### src/i2cms_pkg.sv
package i2cms_pkg;

  // Command codes carried on the input stream.
  typedef enum logic [2:0] {
    OP_NONE  = 3'd0,
    OP_START = 3'd1,
    OP_STOP  = 3'd2,
    OP_WRITE = 3'd3,
    OP_READ  = 3'd4,
    OP_SACK  = 3'd5,
    OP_RACK  = 3'd6
  } op_t;

  localparam int unsigned OP_W     = 3;
  localparam int unsigned BYTE_W   = 8;
  localparam int unsigned PHASE_W  = 5;
  localparam int unsigned IN_W     = 16;
  localparam int unsigned OUT_W    = 16;
  localparam logic [1:0]  SUB_LAST = 2'd2;

  // Sequencer state between ticks.
  typedef struct packed {
    op_t                cmd;
    logic [PHASE_W-1:0] phase;
    logic [1:0]         sub;    // position inside one bit slot (three ticks)
    logic [2:0]         bidx;   // bit slot number, MSB first
    logic [BYTE_W-1:0]  shift;
    logic [BYTE_W-1:0]  rxb;
    logic               ack;
    logic               scl;
    logic               sda;
  } seq_state_t;

  // One accepted tick, unpacked from the stream.
  typedef struct packed {
    logic [OP_W-1:0]   op;
    logic [BYTE_W-1:0] tx_byte;
    logic              ack_level;
    logic              sda_in;
  } tick_t;

  // Number of ticks in each command sequence.
  function automatic logic [PHASE_W-1:0] seq_len(input op_t cmd);
    logic [PHASE_W-1:0] len;
    unique case (cmd)
      OP_START: len = 5'd4;
      OP_STOP:  len = 5'd3;
      OP_WRITE: len = 5'd24;
      OP_READ:  len = 5'd25;
      OP_SACK:  len = 5'd3;
      OP_RACK:  len = 5'd4;
      default:  len = 5'd0;
    endcase
    return len;
  endfunction

endpackage

### src/i2c_master_bit_sequencer.sv
// Channel  Direction  Group                      Contents
// input    in         s_tvalid/s_tready/s_tdata  one pin-timing tick, command on s_tuser
// output   out        m_tvalid/m_tready/m_tdata  pin levels and status after that tick
//
// Every cycle one transfer can be accepted on each side; the block sustains one tick per
// clock while m_tready stays high. A tick is held in the input register and is applied
// to the sequencer state on its way into the result register, so its result reaches
// m_tdata through those two registers. The state update for a tick is a single pass of
// short logic. Reset (rst, synchronous, active high) empties both registers, leaves the
// sequencer idle and releases SCL and SDA. A stall on m_tready holds the result register
// and, with it, the input register; s_tready drops only when both are full.
module i2c_master_bit_sequencer (
  input  logic                        clk,
  input  logic                        rst,
  input  logic                        s_tvalid,
  output logic                        s_tready,
  // [7:0] tx_byte, [8] ack_level, [9] sda_in, [15:10] zero
  input  logic [i2cms_pkg::IN_W-1:0]  s_tdata,
  // [2:0] op
  input  logic [i2cms_pkg::OP_W-1:0]  s_tuser,
  output logic                        m_tvalid,
  input  logic                        m_tready,
  // [0] scl_out, [1] sda_out, [2] busy_res, [3] done_res, [11:4] rx_byte,
  // [12] ack_sampled, [15:13] zero
  output logic [i2cms_pkg::OUT_W-1:0] m_tdata
);
  import i2cms_pkg::*;

  logic       in_valid;
  tick_t      in_tick;
  seq_state_t st;
  seq_state_t st_next;
  logic       step_done;
  logic       advance;

  // The held tick moves on when the result register is free or being drained.
  assign advance  = in_valid && (!m_tvalid || m_tready);
  assign s_tready = !in_valid || advance;

  always_ff @(posedge clk) begin
    if (rst) begin
      in_valid <= 1'b0;
    end else if (s_tready) begin
      in_valid <= s_tvalid;
    end
    if (s_tvalid && s_tready) begin
      in_tick <= '{op: s_tuser, tx_byte: s_tdata[7:0], ack_level: s_tdata[8],
                   sda_in: s_tdata[9]};
    end
  end

  i2cms_step u_step (
    .st      (st),
    .tick    (in_tick),
    .st_next (st_next),
    .done    (step_done)
  );

  // Sequencer state advances exactly once per applied tick.
  always_ff @(posedge clk) begin
    if (rst) begin
      st <= '{cmd: OP_NONE, phase: '0, sub: '0, bidx: '0, shift: '0, rxb: '0,
              ack: 1'b0, scl: 1'b1, sda: 1'b1};
    end else if (advance) begin
      st <= st_next;
    end
  end

  always_ff @(posedge clk) begin
    if (rst) begin
      m_tvalid <= 1'b0;
    end else if (advance) begin
      m_tvalid <= 1'b1;
    end else if (m_tready) begin
      m_tvalid <= 1'b0;
    end
    if (advance) begin
      m_tdata <= {3'b000, st_next.ack, st_next.rxb, step_done,
                  st_next.cmd != OP_NONE, st_next.sda, st_next.scl};
    end
  end

  // A command that just finished cannot still be reported as running.
  a_done_not_busy: assert property (@(posedge clk) disable iff (rst)
    m_tvalid |-> !(m_tdata[3] && m_tdata[2]))
    else $error("done and busy reported together");

  // An idle sequencer sits at the start of its counters.
  a_idle_counters: assert property (@(posedge clk) disable iff (rst)
    st.cmd == OP_NONE |-> (st.phase == '0 && st.sub == '0 && st.bidx == '0))
    else $error("idle sequencer with counters not cleared");

  // A running command never reaches its own length.
  a_phase_bound: assert property (@(posedge clk) disable iff (rst)
    st.cmd != OP_NONE |-> st.phase < seq_len(st.cmd))
    else $error("sequence phase out of range");

  // State only changes when a tick is applied.
  a_state_hold: assert property (@(posedge clk) disable iff (rst)
    !advance |=> $stable(st))
    else $error("sequencer state moved without a tick");

endmodule

### src/i2cms_step.sv
module i2cms_step (
  input  i2cms_pkg::seq_state_t st,
  input  i2cms_pkg::tick_t      tick,
  output i2cms_pkg::seq_state_t st_next,
  output logic                  done
);
  import i2cms_pkg::*;

  seq_state_t          s;
  logic [PHASE_W-1:0]  phase_inc;
  logic                bit_step;

  always_comb begin
    s         = st;
    done      = 1'b0;
    phase_inc = '0;
    bit_step  = 1'b0;

    // A new command is taken only while idle; codes outside the list are ignored.
    if (st.cmd == OP_NONE && tick.op >= OP_START && tick.op <= OP_RACK) begin
      s.cmd   = op_t'(tick.op);
      s.phase = '0;
      s.sub   = '0;
      s.bidx  = '0;
      if (tick.op == OP_WRITE) begin
        s.shift = tick.tx_byte;
      end else if (tick.op == OP_SACK) begin
        s.shift = {{(BYTE_W-1){1'b0}}, tick.ack_level};
      end else begin
        s.shift = '0;
      end
    end

    case (s.cmd)
      OP_START: begin
        case (s.phase)
          5'd0:    s.scl = 1'b1;
          5'd1:    s.sda = 1'b1;
          5'd2:    s.sda = 1'b0;
          default: s.scl = 1'b0;
        endcase
      end
      OP_STOP: begin
        case (s.phase)
          5'd0:    s.sda = 1'b0;
          5'd1:    s.scl = 1'b1;
          default: s.sda = 1'b1;
        endcase
      end
      OP_WRITE: begin
        bit_step = 1'b1;
        case (s.sub)
          2'd0: begin
            s.sda   = s.shift[BYTE_W-1];
            s.shift = {s.shift[BYTE_W-2:0], 1'b0};
          end
          2'd1:    s.scl = 1'b1;
          default: s.scl = 1'b0;
        endcase
      end
      OP_READ: begin
        if (s.phase == '0) begin
          s.sda = 1'b1;
        end else begin
          bit_step = 1'b1;
          case (s.sub)
            2'd0: s.scl = 1'b1;
            2'd1: begin
              if (tick.sda_in) begin
                s.shift[~s.bidx] = 1'b1;
              end
            end
            default: s.scl = 1'b0;
          endcase
        end
      end
      OP_SACK: begin
        case (s.phase)
          5'd0:    s.sda = s.shift[0];
          5'd1:    s.scl = 1'b1;
          default: s.scl = 1'b0;
        endcase
      end
      OP_RACK: begin
        case (s.phase)
          5'd0:    s.sda = 1'b1;
          5'd1:    s.scl = 1'b1;
          5'd2:    s.ack = tick.sda_in;
          default: s.scl = 1'b0;
        endcase
      end
      default: begin
      end
    endcase

    // Bit slots are three ticks long; the slot number moves on after the last tick.
    if (bit_step) begin
      if (s.sub == SUB_LAST) begin
        s.sub  = '0;
        s.bidx = s.bidx + 3'd1;
      end else begin
        s.sub = s.sub + 2'd1;
      end
    end

    if (s.cmd != OP_NONE) begin
      phase_inc = s.phase + 5'd1;
      s.phase   = phase_inc;
      if (phase_inc >= seq_len(s.cmd)) begin
        if (s.cmd == OP_READ) begin
          s.rxb = s.shift;
        end
        done    = 1'b1;
        s.cmd   = OP_NONE;
        s.phase = '0;
        s.sub   = '0;
        s.bidx  = '0;
      end
    end

    st_next = s;
  end

endmodule
### config.mk
export PLATFORM = sky130hd
export DESIGN_NAME = i2c_master_bit_sequencer
export DESIGN_NICKNAME = d
export VERILOG_FILES = /design/src/i2cms_pkg.sv /design/src/i2c_master_bit_sequencer.sv /design/src/i2cms_step.sv
export SDC_FILE = /design/constraint.sdc
export NUM_CORES = 1
export LEC_CHECK = 0
export BUFFER_PORTS_ARGS = -buffer_cell sky130_fd_sc_hd__buf_2
export CAP_MARGIN = 20
export CORE_MARGIN = 8
export CORE_UTILIZATION = 50
export DETAILED_ROUTE_END_ITERATION = 12
export GPL_TIMING_DRIVEN = 0
export MAX_ROUTING_LAYER = met4
export PLACE_DENSITY = 0.79
export SETUP_SLACK_MARGIN = 0.05
export SYNTH_ARGS = -nofsm -noshare
export SYNTH_HDL_FRONTEND = slang
export SYNTH_SLANG_ARGS = --single-unit
### constraint.sdc
create_clock -name clk -period 5 [get_ports clk]
set_clock_uncertainty 0.1 [all_clocks]
set_input_delay 0 -clock clk [delete_from_list [all_inputs] [get_ports clk]]
set_output_delay 0 -clock clk [all_outputs]
set_load 0.01 [all_outputs]
==> results.md <==
* Core area at 7180 µm²
* All-layer global routing usage at 22.0%
* Max-Cap Viols at 0
* Final hold vios at 0
* Fmax at 213 MHz
* Adder-Cell Fraction of Synth Area at 4.80%
* Reg2Reg Setup Slack at 0.31 ns
* CTS buffer count at 9
* GR peak layer: met2
* Residual DRC at 0
* Worst skew pair latency at 0.36 ns
* Final slew viol count at 0
* Vias in the first global route at 3423
* Dpl ws at -0.640 ns
* Slew headroom at 47.6%
* Fin crit share at 93.9%
* Most common cell after layout, fill and taps aside: nor2_1
* Grt met3 use at 5.02%
* Final WS setup at 0.307 ns
* RSZ-0062 raised after global routing: no
* Hold Crit Class: input pin to flip-flop
* Crit end category: flip-flop
* Routability Congestion at 0.983
* Arr. time, crit path at 4.87 ns
* Worst Hold Endpoint: in_tick[9]
* Synth Area in Compound Gates at 23.8%
* Post-synthesis xor/xnor area fraction at 0.719%
* H-tree Lvls at 3
* Nets at 511
* Site row count at 31
* Setup violators final at 0
* Ratio of cells with drive above 1 in the final layout at 22.5%
* Overflow after GRT at 0
* Mux cell area share after synthesis at 4.11%
* Worst R2R Start: in_tick[10]
* Synth Warn # at 0
* Drt initial violations at 281
* Pin count of the biggest net entering global routing at 20
* CP required at 5.18 ns
* DIE HEIGHT at 101 µm
* Simple-gate share of the synthesized area at 20.0%
* Mapped Cells at 404
* Leakage at 1.78 nW
* Grt met2 use at 33.9%
* First-pass GRT wire length at 17000 µm
* Hold Path Stages at 2
* PD cells at 332 nW/µm²
* Number of distinct library cells after synthesis at 74
* Maximum VDD drop at 0.228 mV
* Worst-path fanout max at 10
* Crit Reg-Reg Endpoint: st[19]
* Post-Synthesis Cell Area at 3650 µm²
* Fill cell count at 626
* HPWL Detailed at 7510 µm
* Antenna Violating Nets Remaining at 0
* Longest Clk Path Bufs at 2
* R2R depth at 21
* Status: complete, no violations
* Number of synthesized flops with an enable pin at 26
* Die Area at 10300 µm²
* FF+latch count, synth at 60
* Clock Pin Slew Worst Setup and Hold Paths at 0.07 ns
* Async S/R FF share, synth at 0%
* Main combinational cell family by area after synthesis: compound AO/OA/AOI/OAI gates
* Top FF cell, synth: dfxtp_1
* DR pass1 iterations at 5
* Critical Path Start Type: flip-flop
* Most frequent cells in the layout: nor2_1 (43), buf_2 (34), dfxtp_1 (34)
* CTS tree: yes
* Clk sink count at 60
* Clk root buf: clkbuf_8
* Vias at 3561
* Hold WS at 0.243 ns
* Die X at 101 µm
* Ant. Diodes at 0
* Area grow syn2layout at 21.9%
* Initial antenna violation count at 0
* Sequential area share after synthesis at 40.0%
* Vias per inst at 6.16
* Synthesized area per cell at 9.04 µm²
* Worst-margin pin slew at 0.784 ns
* Hold Startpoint: s_tdata[7]
* Initial Util at 50.9%
* I/O Buffers at 31
* Routed len/inst at 18.5 µm
* GRT met1 Usage at 27.0%
* IO Count at 41
* WL final at 10700 µm
* WS Path Type: flip-flop to flip-flop
* Min cycle time layout at 4.69 ns
[sequential cells by signal, summed over array words and instances (netlist names)]
register and count:
m_tvalid 1, in_tick 13, in_valid 1, st 32, m_tdata 13
[cell usage after synthesis (all sizes together) (3+ instances only)]
cell type / instances / area share, %
and2: 4 / 0.72
buf: 10 / 2.0
inv: 17 / 1.7
nor2b: 3 / 0.51
o22ai: 7 / 1.2
a311oi: 3 / 0.72
a22oi: 7 / 1.4
nor3: 13 / 2.5
clkbuf: 15 / 2.4
mux2i: 6 / 1.6
edfxtp: 26 / 21
nor2: 44 / 4.6
a211oi: 4 / 0.96
nand4: 8 / 1.4
nor4: 5 / 0.86
dfxtp: 34 / 19
o211ai: 5 / 1.0
or3: 3 / 0.51
ha: 14 / 4.8
nand2: 29 / 3.0
a32oi: 7 / 1.7
a31oi: 6 / 1.0
a21oi: 33 / 4.6
mux2: 8 / 2.5
o221ai: 3 / 0.72
nand3: 12 / 1.9
o31ai: 4 / 0.96
o21ai: 34 / 4.7
[power by group]
part           internal [mW]  switching (mW)
clock                  0.284           0.217
combinational          0.150           0.261
sequential             0.546          0.0183
total                  0.979           0.497
[timing repair]
item	CTS	global route
gates resized for setup	7	4
hold buffers	17	0
endpoints found under the setup margin	31	24
pin swaps	2	2
buffers inserted	2	6
hold endpoints to repair	18	0
[worst max-delay path: stages (launching register included)]
cell and delay (ns):
edfxtp_1 0.39, clkbuf_8 0.19, nor3_4 0.30, nor3_4 0.09
buf_4 0.15, a21oi_2 0.27, inv_1 0.14, ha_1 0.20
and2b_2 0.19, a21bo_2 0.29, nand2_1 0.12, clkbuf_2 0.24
o21ai_1 0.24, nand2_1 0.09, ha_1 0.27, nor2b_1 0.11
o21ai_1 0.11, a31o_2 0.31, nand2_1 0.13, inv_1 0.13
o31a_1 0.33, a211oi_2 0.20
[per-layer routing]
metal  wire length [µm]  vias up
met4                364        0
met1               4510     1643
met5                  0        -
li1                   -     1652
met3               1050       47
met2               4760      219
[kinds of logic (layout without fill, tap and decap cells)]
family,Yosys count,after routing
muxes,14,14
AOI/OAI and AO/OA,132,132
xor gates and xnor gates,3,3
other,1,3
adders and majority gates,14,14
buffers and inverters,43,116
and+or+nand+nor,137,137
DFF,60,60
[worst max path at each step]
| stage | cells after the start | slack (ns) | start | endpoint |
|---|---|---|---|---|
| floorplan | 18 | 0.57 | st[31] | m_tdata[10] |
| global placement | 18 | -0.54 | in_tick[12] | m_tdata[4] |
| detailed placement | 18 | -0.64 | in_tick[12] | m_tdata[6] |
| CTS | 19 | 0.12 | in_tick[12] | m_tdata[4] |
| global route | 21 | 0.08 | in_tick[10] | st[19] |
| finish | 21 | 0.31 | in_tick[10] | st[19] |
[per-stage QoR]
step                instances  power (mW)  utilization (%)  TNS (ns)  instance area [µm²]
floorplan                 406       0.828                -         0                 3660
global placement          536       0.926             54.9     -9.04                 3940
detailed placement        537       0.934             55.1    -11.96                 3950
CTS                       572        1.46             61.2         0                 4390
global route              578        1.53             62.0         0                 4450
finish                    578        1.48             62.0         0                 4450
[area by class of cell]
type	instances	area [µm²]	share of cell area [%]
Multi-Input combinational cell	303	2000	45.0
Sequential cell	60	1460	32.8
Timing Repair Buffer	57	400	9.00
Buffer	26	174	3.91
Clock buffer	9	124	2.78
Tap cell	99	124	2.78
Clock inverter	7	100	2.25
Inverter	17	63.8	1.43
No activity file was read; power rests on OpenSTA's default activity.
